## src/rtl/core/movr_pkg.sv

```systemverilog
`timescale 1ns / 1ps
// ----------------------------------------------------------------------------
// movr_pkg
// Shared types and constants for the mask overlap maximum ratio unit.
// ----------------------------------------------------------------------------
package movr_pkg;

    // Pixel weight is unsigned Q0.16; the ratio carries 16 fraction bits
    localparam int WEIGHT_BITS     = 16;
    localparam int FRAC_BITS       = 16;
    localparam int RATIO_W         = FRAC_BITS + 1;
    localparam int FLAGS_W         = 2;
    localparam int MAX_PIXELS_DEF  = 1048576;

    // empty_flags bit positions
    localparam int FLAG_WEIGHT_EMPTY = 0;
    localparam int FLAG_MASK_EMPTY   = 1;

    typedef struct packed {
        logic                   mask_bit;
        logic [WEIGHT_BITS-1:0] predicted_weight;
        logic                   last_pixel;
    } movr_pixel_t;

    typedef struct packed {
        logic [RATIO_W-1:0] similarity;
        logic [FLAGS_W-1:0] empty_flags;
    } movr_result_t;

endpackage

```

## src/rtl/core/mask_overlap_max_ratio_unit.sv

```systemverilog
`timescale 1ns / 1ps
// ----------------------------------------------------------------------------
// mask_overlap_max_ratio_unit
// Frame-wide overlap between a binary reference mask and a predicted weight
// map; reports the larger of weight precision and hit recall in Q1.16.
// ----------------------------------------------------------------------------
//
//  Channel   Ports                   Handshake
//  --------  ----------------------  -----------------------------------------
//  pixel     pixel (movr_pixel_t)    transfer when start high and busy low
//  result    result (movr_result_t)  transfer on the single cycle done is high
//
//  For ordinary pixels busy stays low and a pixel may be
//  transferred every cycle. A pixel flagged last_pixel raises busy for a
//  setup state (ST_LOAD) and up to 16 restoring steps (ST_ITER) per ratio,
//  both run through the one shared compare/subtract unit. The result
//  strobe follows; busy drops in the same cycle, so the next frame may
//  start while done is high.
//  Reset clears the sums and the sequencer. The receiver cannot stall, so
//  the result is shown exactly once and nothing is held back for it.
//
module mask_overlap_max_ratio_unit
    import movr_pkg::*;
#(
    parameter int MAX_PIXELS = MAX_PIXELS_DEF
)
(
    input  logic         clk,
    input  logic         rst_n,
    input  logic         start,
    output logic         busy,
    input  movr_pixel_t  pixel,
    output logic         done,
    output movr_result_t result
);

    // Count and weight-sum widths follow from the frame size cap
    localparam int CNT_W  = $clog2(MAX_PIXELS + 1);
    localparam longint WEIGHT_MAX = (longint'(1) << WEIGHT_BITS) - 1;
    localparam longint SUM_CAP_L  = longint'(MAX_PIXELS) * WEIGHT_MAX;
    localparam int SUM_W  = $clog2(SUM_CAP_L + 1);
    localparam int STEP_W = $clog2(FRAC_BITS);

    localparam logic [CNT_W-1:0]   CNT_CAP  = CNT_W'(MAX_PIXELS);
    localparam logic [SUM_W-1:0]   SUM_CAP  = SUM_W'(SUM_CAP_L);
    localparam logic [STEP_W-1:0]  STEP_END = STEP_W'(FRAC_BITS - 1);
    localparam logic [RATIO_W-1:0] RATIO_ONE = RATIO_W'(1) << FRAC_BITS;

    // Sequencer states
    localparam logic [1:0] ST_IDLE = 2'd0;
    localparam logic [1:0] ST_LOAD = 2'd1;
    localparam logic [1:0] ST_ITER = 2'd2;

    // Ratio select for the shared divider
    localparam logic SEL_WEIGHT = 1'b0;
    localparam logic SEL_COUNT  = 1'b1;

    logic [1:0]         state_reg,  state_next;
    logic               sel_reg,    sel_next;
    logic [STEP_W-1:0]  step_reg,   step_next;
    logic [SUM_W-1:0]   rem_reg,    rem_next;
    logic [RATIO_W-1:0] quo_reg,    quo_next;
    logic [RATIO_W-1:0] ratio_w_reg, ratio_w_next;
    logic [FLAGS_W-1:0] flags_reg,  flags_next;

    logic [SUM_W-1:0]   wmask_reg,  wmask_next;
    logic [SUM_W-1:0]   wtotal_reg, wtotal_next;
    logic [CNT_W-1:0]   mcount_reg, mcount_next;
    logic [CNT_W-1:0]   hcount_reg, hcount_next;

    logic               done_reg,   done_next;
    movr_result_t       result_reg, result_next;

    logic               accept;
    logic [SUM_W:0]     wmask_sum;
    logic [SUM_W:0]     wtotal_sum;
    logic [SUM_W-1:0]   weight_ext;

    // Shared divider operands and datapath
    logic [SUM_W-1:0]   div_num;
    logic [SUM_W-1:0]   div_den;
    logic [SUM_W:0]     rem_shift;
    logic               rem_fits;

    assign accept     = start && (state_reg == ST_IDLE);
    assign busy       = (state_reg != ST_IDLE);
    assign done       = done_reg;
    assign result     = result_reg;

    assign weight_ext = SUM_W'(pixel.predicted_weight);
    assign wmask_sum  = {1'b0, wmask_reg}  + {1'b0, weight_ext};
    assign wtotal_sum = {1'b0, wtotal_reg} + {1'b0, weight_ext};

    assign div_num   = (sel_reg == SEL_COUNT) ? SUM_W'(hcount_reg) : wmask_reg;
    assign div_den   = (sel_reg == SEL_COUNT) ? SUM_W'(mcount_reg) : wtotal_reg;
    assign rem_shift = {rem_reg, 1'b0};
    assign rem_fits  = (rem_shift >= {1'b0, div_den});

    always_comb
    begin
        logic               ratio_done;
        logic [RATIO_W-1:0] ratio_val;

        ratio_done   = 1'b0;
        ratio_val    = quo_reg;

        state_next   = state_reg;
        sel_next     = sel_reg;
        step_next    = step_reg;
        rem_next     = rem_reg;
        quo_next     = quo_reg;
        ratio_w_next = ratio_w_reg;
        flags_next   = flags_reg;
        wmask_next   = wmask_reg;
        wtotal_next  = wtotal_reg;
        mcount_next  = mcount_reg;
        hcount_next  = hcount_reg;
        done_next    = 1'b0;
        result_next  = result_reg;

        case (state_reg)
            ST_IDLE:
            begin
                if (accept)
                begin
                    // Saturating sums; numerators never pass their denominators
                    if (pixel.mask_bit)
                    begin
                        wmask_next = (wmask_sum >= {1'b0, SUM_CAP}) ? SUM_CAP
                                                                    : wmask_sum[SUM_W-1:0];
                        if (mcount_reg != CNT_CAP)
                            mcount_next = mcount_reg + CNT_W'(1);
                        if ((pixel.predicted_weight != '0) && (hcount_reg != CNT_CAP))
                            hcount_next = hcount_reg + CNT_W'(1);
                    end
                    wtotal_next = (wtotal_sum >= {1'b0, SUM_CAP}) ? SUM_CAP
                                                                  : wtotal_sum[SUM_W-1:0];
                    if (pixel.last_pixel)
                    begin
                        state_next = ST_LOAD;
                        sel_next   = SEL_WEIGHT;
                        flags_next = '0;
                    end
                end
            end

            ST_LOAD:
            begin
                if (div_den == '0)
                begin
                    // Empty denominator: ratio reads as zero, flag it
                    ratio_done = 1'b1;
                    ratio_val  = '0;
                    if (sel_reg == SEL_COUNT)
                        flags_next[FLAG_MASK_EMPTY] = 1'b1;
                    else
                        flags_next[FLAG_WEIGHT_EMPTY] = 1'b1;
                end
                else if (div_num >= div_den)
                begin
                    ratio_done = 1'b1;
                    ratio_val  = RATIO_ONE;
                end
                else
                begin
                    rem_next   = div_num;
                    quo_next   = '0;
                    step_next  = '0;
                    state_next = ST_ITER;
                end
            end

            ST_ITER:
            begin
                // One restoring division step per cycle
                if (rem_fits)
                    rem_next = SUM_W'(rem_shift - {1'b0, div_den});
                else
                    rem_next = rem_shift[SUM_W-1:0];
                quo_next  = {quo_reg[RATIO_W-2:0], rem_fits};
                step_next = step_reg + STEP_W'(1);
                if (step_reg == STEP_END)
                begin
                    ratio_done = 1'b1;
                    ratio_val  = {quo_reg[RATIO_W-2:0], rem_fits};
                end
            end

            default:
            begin
                state_next = ST_IDLE;
            end
        endcase

        if (ratio_done)
        begin
            if (sel_reg == SEL_WEIGHT)
            begin
                ratio_w_next = ratio_val;
                sel_next     = SEL_COUNT;
                state_next   = ST_LOAD;
            end
            else
            begin
                result_next.similarity  = (ratio_w_reg > ratio_val) ? ratio_w_reg : ratio_val;
                result_next.empty_flags = flags_next;
                done_next   = 1'b1;
                state_next  = ST_IDLE;
                wmask_next  = '0;
                wtotal_next = '0;
                mcount_next = '0;
                hcount_next = '0;
            end
        end
    end

    always_ff @(posedge clk or negedge rst_n)
    begin
        if (!rst_n)
        begin
            state_reg  <= ST_IDLE;
            sel_reg    <= SEL_WEIGHT;
            done_reg   <= 1'b0;
            wmask_reg  <= '0;
            wtotal_reg <= '0;
            mcount_reg <= '0;
            hcount_reg <= '0;
            flags_reg  <= '0;
        end
        else
        begin
            state_reg  <= state_next;
            sel_reg    <= sel_next;
            done_reg   <= done_next;
            wmask_reg  <= wmask_next;
            wtotal_reg <= wtotal_next;
            mcount_reg <= mcount_next;
            hcount_reg <= hcount_next;
            flags_reg  <= flags_next;
        end
    end

    // Datapath registers, no reset needed
    always_ff @(posedge clk)
    begin
        step_reg    <= step_next;
        rem_reg     <= rem_next;
        quo_reg     <= quo_next;
        ratio_w_reg <= ratio_w_next;
        result_reg  <= result_next;
    end

endmodule

```

## config.mk

```make
export PLATFORM = sky130hd
export DESIGN_NAME = mask_overlap_max_ratio_unit
export DESIGN_NICKNAME = d
export VERILOG_FILES = /design/src/rtl/core/movr_pkg.sv /design/src/rtl/core/mask_overlap_max_ratio_unit.sv
export SDC_FILE = /design/constraint.sdc
export NUM_CORES = 1
export LEC_CHECK = 0
export BUFFER_PORTS_ARGS = -buffer_cell sky130_fd_sc_hd__buf_4
export CORE_AREA = 3 3 171 173
export CTS_BUF_LIST = sky130_fd_sc_hd__clkbuf_4 sky130_fd_sc_hd__clkbuf_8 sky130_fd_sc_hd__clkbuf_16
export DETAILED_ROUTE_END_ITERATION = 12
export DIE_AREA = 0 0 174 176
export MAX_ROUTING_LAYER = met4
export PLACE_DENSITY = 0.74
export SYNTH_ARGS = -nofsm -noshare
export SYNTH_HDL_FRONTEND = slang
export SYNTH_SLANG_ARGS = --single-unit
```

## constraint.sdc

```tcl
create_clock -name clk -period 20.8 [get_ports clk]
set_input_delay 2.08 -clock clk [delete_from_list [all_inputs] [get_ports clk]]
set_output_delay 2.08 -clock clk [all_outputs]
set_load 0.03 [all_outputs]
```

==> run summary, run 1 <==
Worst Tran Pin Value: 1.02 ns
cell family with the largest share of critical-path delay: compound AO/OA/AOI/OAI gates
CP required: 21.07 ns
DR vias: 13800
Crit path arrival time: 6.74 ns
die width: 174 um
Site Rows: 61
pwr/cell area: 166 mW/mm^2
Top FF cell, synth: dfrtp_1
Syn Nets: 1914
CP endpoint kind: flop
clk_lat worst skew: 0.52 ns
# Post-CTS Setup Buffers: 0
yosys warns: 0
initial antenna violation count: 1
hold_ws: 0.527 ns
Setup CP Type: flop to flop
WP buf/inv: 3
Die Ht: 176 um
setup-violating endpoint count in the final report: 0
Slew Limit Fails: 0
Slew headroom: 32.2%
status: finished, final reports clean
nets@finish: 1924
Initial Utilization: 57.6%
routed wire length: 45200 um
crit-path max cell delay: 0.82 ns
TritonCTS clock tree: built
minimum clock period: 6.47 ns
Final WS setup: 14.33 ns
Worst Hold Class: flop to flop
multi-input combinational cell area: 0.00965 sq mm
vias per inst: 6.36
placed cell areas: 0.0166 sq mm
RSZ-0062 raised after global routing: no
share of cells above drive strength 1: 9.46%
Ports: 42
Final ANT Viol Nets: 0
# resized after CTS: 0
Avg WL per Cell: 20.9 um
DP Worst Slack: 14.39 ns
share of the synthesized area in the top cell type: 18.8%
commonest non-fill, non-tap cells in the layout: 213 x nor2_1, 153 x a21oi_1, 129 x ha_1, 119 x dfrtp_1, 117 x nand2_1
Max Buffers Root-to-Sink: 3
EDFF count, synth: 93
master of the slowest instance on the critical path: a41oi_2
synthesized area: 0.0160 sq mm
Distinct cells, synth: 85
CTS root buffer: clkbuf_16
CTS buffer count: 25
crit-path max FO: 65
total core area: 0.0278 sq mm
maximum vdd ir drop: 92.7 uV
most used cell, CP: o211ai_1
CTS sink cnt: 213
final period utilization: 31.1%
gr usage total: 30.1%
syn_area_per_cell: 9.09 sq um
area delta synth->final: 8.58%
cell taking the most area after synthesis: dfrtp_1
die area: 0.0306 sq mm
vias in the first global route: 13200
Post-CTS Hold Buffers: 0
placed insts: 2121
fin util: 62.5%
leakage power: 7.30 nW
setup tns final: 0 ns
synthesized instance count: 1760
hpwl dp: 34000 um
post-synthesis sequential area ratio: 36.2%
Final Hold Fails: 0
Area contributors post-synth: dfrtp_1 19%, edfxtp_1 17%, ha_1 10%
Port-buffer cells: 41
largest net degree at the start of global routing: 94
Initial DRC Count: 1322
Async SR Flop Fraction: 56.3%
FF+latch area: 0.00580 sq mm
Fmax: 154 MHz
total grt overflow: 0
DRT Pass-1 Iters: 5
fillers: 2418
first-pass GRT wire length: 72900 um
commonest non-fill, non-tap cell in the layout: nor2_1
Seq cells post-synth: 213
Tot Pwr: 2.89 mW
Worst Setup Start Kind: flop
Final Skew: 0.0114 ns
fin cells: 2165
Clock transition at path regs: 0.06 ns
DRC viols: 0
RePlAce Congestion: 1.01
H-tree depth: 1
final instance area: 0.0174 sq mm
max_cap viols: 0
-- tightest hold or removal path, cell delays in order, from the launching register on --
cell	delay, ns
dfrtp_1	0.34
nand2_1	0.06
nand2_1	0.08
-- cell families (layout without fill, tap and decap cells) --
family                     after synthesis  after routing  synth area share (%)
and+or+nand+nor                        644            644                  19.8
AOI/OAI and AO/OA                      444            444                  18.7
DFF                                    213            213                  36.2
buffers and inverters                  141            167                  3.67
adders and majority gates              133            133                  10.5
xor gates and xnor gates               110            110                  6.02
muxes                                   75             75                  4.97
other                                    0              1                     0
-- synth_stat cells (36+ instances only) --
library cell,number
xnor2_1,65
nor2_1,213
nand3_1,50
nand4_1,42
nor3_1,48
inv_1,70
mux2_2,36
o21ai_0,53
a21oi_1,154
edfxtp_1,93
clkbuf_1,37
dfrtp_1,120
nand2_1,117
ha_1,130
xor2_1,45
a21o_1,40
mux2i_1,39
a22o_1,43
-- area by class of cell --
class / count / area share, %
Timing Repair Buffer: 51 / 2.20
Multi-Input combinational cell: 1406 / 55.6
Sequential cell: 213 / 33.4
Antenna cell: 1 / 0.0144
Clock inverter: 9 / 0.295
Clock buffer: 34 / 4.24
Inverter: 73 / 1.58
Tap cell: 378 / 2.72
-- report_power, final --
group	internal, mW	switching [mW]
combinational	0.681	1.00
sequential	0.639	0.143
clock	0.246	0.174
-- path summary, 6_finish.rpt --
check / start / end / slack (ns) / depth (start not counted)
worst max-delay path: sel_reg$_DFF_PN0_ / result[13]$_DFFE_PP_ / 14.33 / 25
max in group asynchronous: rst_n / wtotal_reg[22]$_DFF_PN0_ / 17.91 / 2
min in group asynchronous: rst_n / wmask_reg[4]$_DFF_PN0_ / 1.65 / 1
worst min register to register: flags_reg[1]$_DFF_PN0_ / flags_reg[1]$_DFF_PN0_ / 0.53 / 2
worst min-delay path: flags_reg[1]$_DFF_PN0_ / flags_reg[1]$_DFF_PN0_ / 0.53 / 2
worst max register to register: sel_reg$_DFF_PN0_ / result[13]$_DFFE_PP_ / 14.33 / 25
-- layer usage --
metal / vias to the layer above / routed length, um / track usage (%) / part of all wire (%)
met4: 0 / 1640 / 9.75 / 3.6
met5: - / 0 / - / 0
met2: 554 / 20200 / 45.8 / 45
met1: 6586 / 19900 / 42.1 / 44
met3: 103 / 3490 / 4.13 / 7.7
li1: 6528 / - / - / -
(Power assumes the default switching activity.)
==> inputs of run 2 (changes only) <==
==> constraint.sdc (replaced) <==
create_clock -name clk -period 6.5 [get_ports clk]
set_input_delay 0.65 -clock clk [delete_from_list [all_inputs] [get_ports clk]]
set_output_delay 0.65 -clock clk [all_outputs]
set_load 0.03 [all_outputs]
==> run 2 against run 1 <==
  * Final cell count up 0.42%
  * Non-clock buffer count up 9
  * Via count up 1.1%
  * Die area unchanged
  * Wire length up 1.1%
  * Core utilization up 0.34 points
  * Critical endpoint is now result[2]$_DFFE_PP_
==> run summary, run 2 (synthesized netlist as in run 1, its figures left out) <==
DRT Pass-1 Iters: 5 (unchanged)
Initial DRC Count: 1160 (was 1322)
total grt overflow: 0 (unchanged)
Ports: 42 (unchanged)
placed cell areas: 0.0167 sq mm (was 0.0166 sq mm)
die area: 0.0306 sq mm (unchanged)
final period utilization: 90.7% (was 31.1%)
commonest non-fill, non-tap cells in the layout: 213 x nor2_1, 153 x a21oi_1, 129 x ha_1, 119 x dfrtp_1, 117 x nand2_1 (unchanged)
CTS buffer count: 24 (was 25)
final instance area: 0.0175 sq mm (was 0.0174 sq mm)
vias in the first global route: 13000 (was 13200)
DR vias: 13900 (was 13800)
H-tree depth: 1 (unchanged)
Max Buffers Root-to-Sink: 3 (unchanged)
clk_lat worst skew: 0.54 ns (was 0.52 ns)
FF+latch area: 0.00580 sq mm (unchanged)
DRC viols: 0 (unchanged)
Site Rows: 61 (unchanged)
commonest non-fill, non-tap cell in the layout: nor2_1 (unchanged)
first-pass GRT wire length: 72200 um (was 72900 um)
Crit path arrival time: 6.19 ns (was 6.74 ns)
Port-buffer cells: 41 (unchanged)
CTS sink cnt: 213 (unchanged)
nets@finish: 1932 (was 1924)
Final Skew: 0.0270 ns (was 0.0114 ns)
RSZ-0062 raised after global routing: no (unchanged)
Worst Hold Class: input pin to asynchronous set/reset pin (was flop to flop)
# Post-CTS Setup Buffers: 0 (unchanged)
setup tns final: 0 ns (unchanged)
Worst Tran Pin Value: 0.962 ns (was 1.02 ns)
status: finished, final reports clean (unchanged)
TritonCTS clock tree: built (unchanged)
Tot Pwr: 9.30 mW (was 2.89 mW)
total core area: 0.0278 sq mm (unchanged)
fin util: 62.9% (was 62.5%)
Slew headroom: 35.3% (was 32.2%)
pwr/cell area: 533 mW/mm^2 (was 166 mW/mm^2)
master of the slowest instance on the critical path: dfrtp_2 (was a41oi_2)
max_cap viols: 0 (unchanged)
routed wire length: 45700 um (was 45200 um)
crit-path max cell delay: 0.47 ns (was 0.82 ns)
area delta synth->final: 9.17% (was 8.58%)
leakage power: 7.34 nW (was 7.30 nW)
largest net degree at the start of global routing: 94 (unchanged)
setup-violating endpoint count in the final report: 0 (unchanged)
Final ANT Viol Nets: 0 (unchanged)
gr usage total: 30.2% (was 30.1%)
die width: 174 um (unchanged)
Post-CTS Hold Buffers: 0 (unchanged)
CP required: 6.79 ns (was 21.07 ns)
maximum vdd ir drop: 248 uV (was 92.7 uV)
initial antenna violation count: 0 (was 1)
Setup CP Type: flop to flop (unchanged)
Worst Setup Start Kind: flop (unchanged)
Avg WL per Cell: 21.0 um (was 20.9 um)
share of cells above drive strength 1: 9.91% (was 9.46%)
CTS root buffer: clkbuf_16 (unchanged)
Slew Limit Fails: 0 (unchanged)
fillers: 2390 (was 2418)
vias per inst: 6.41 (was 6.36)
minimum clock period: 5.90 ns (was 6.47 ns)
CP endpoint kind: flop (unchanged)
multi-input combinational cell area: 0.00965 sq mm (unchanged)
crit-path max FO: 34 (was 65)
Ant. Diodes: 0 (was 1)
hpwl dp: 34600 um (was 34000 um)
most used cell, CP: o211ai_1 (unchanged)
Clock transition at path regs: 0.06 ns (about the same)
# resized after CTS: 0 (unchanged)
Initial Utilization: 57.6% (unchanged)
Final Hold Fails: 0 (unchanged)
Die Ht: 176 um (unchanged)
RePlAce Congestion: 0.956 (was 1.01)
Fmax: 170 MHz (was 154 MHz)
-- run 2: cell type report --
cell class | instances | share of cell area [%]
repair buffers | 60 | 2.65
well taps | 378 | 2.71
clock buffers | 30 | 3.77
flip-flops and latches | 213 | 33.2
multi-input cells | 1406 | 55.3
clock inverters | 14 | 0.838
inverters | 73 | 1.58
-- run 2: worst paths after layout --
check / cells past startpoint / to / start / slack (ns)
setup / recovery: 25 / result[2]$_DFFE_PP_ / sel_reg$_DFF_PN0_ / 0.60
hold / removal: 1 / wmask_reg[4]$_DFF_PN0_ / rst_n / 0.27
setup reg to reg: 25 / result[2]$_DFFE_PP_ / sel_reg$_DFF_PN0_ / 0.60
hold reg to reg: 2 / flags_reg[1]$_DFF_PN0_ / flags_reg[1]$_DFF_PN0_ / 0.51
max in group asynchronous: 2 / wtotal_reg[32]$_DFF_PN0_ / rst_n / 5.05
min in group clk: 4 / flags_reg[1]$_DFF_PN0_ / pixel[0] / 0.47
-- run 2: power by group --
group          switching, mW  internal (mW)  total, mW
clock                  0.576          0.804       1.38
sequential             0.461           2.04       2.50
combinational           3.21           2.21       5.42
-- run 2: critical path: cells and delay by family, from the launching register on --
kind                     cells  cell delay, ns
flip-flops                   1            0.47
multiplexers                 2            0.67
buffers and inverters        4            0.85
AO/OA/AOI/OAI               14            2.72
adder cells (fa/ha/maj)      2            0.60
AND/OR/NAND/NOR              3            0.34
-- run 2: through the flow --
step           setup WS, ns  std cells  hold WS, ns
3_3_place_gp          0.818       2130        0.501
6_report              0.602       2174        0.266
3_5_place_dp          0.614       2130        0.493
2_1_floorplan        0.0491       1760        0.354
5_1_grt               0.300       2174        0.338
4_1_cts               0.601       2174        0.289
-- run 2: routing by layer --
| layer | track usage (%) | share of wire, % |
|---|---|---|
| met5 | - | 0 |
| met3 | 4.09 | 7.7 |
| met1 | 42.8 | 45 |
| met4 | 9.45 | 3.3 |
| met2 | 45.2 | 44 |
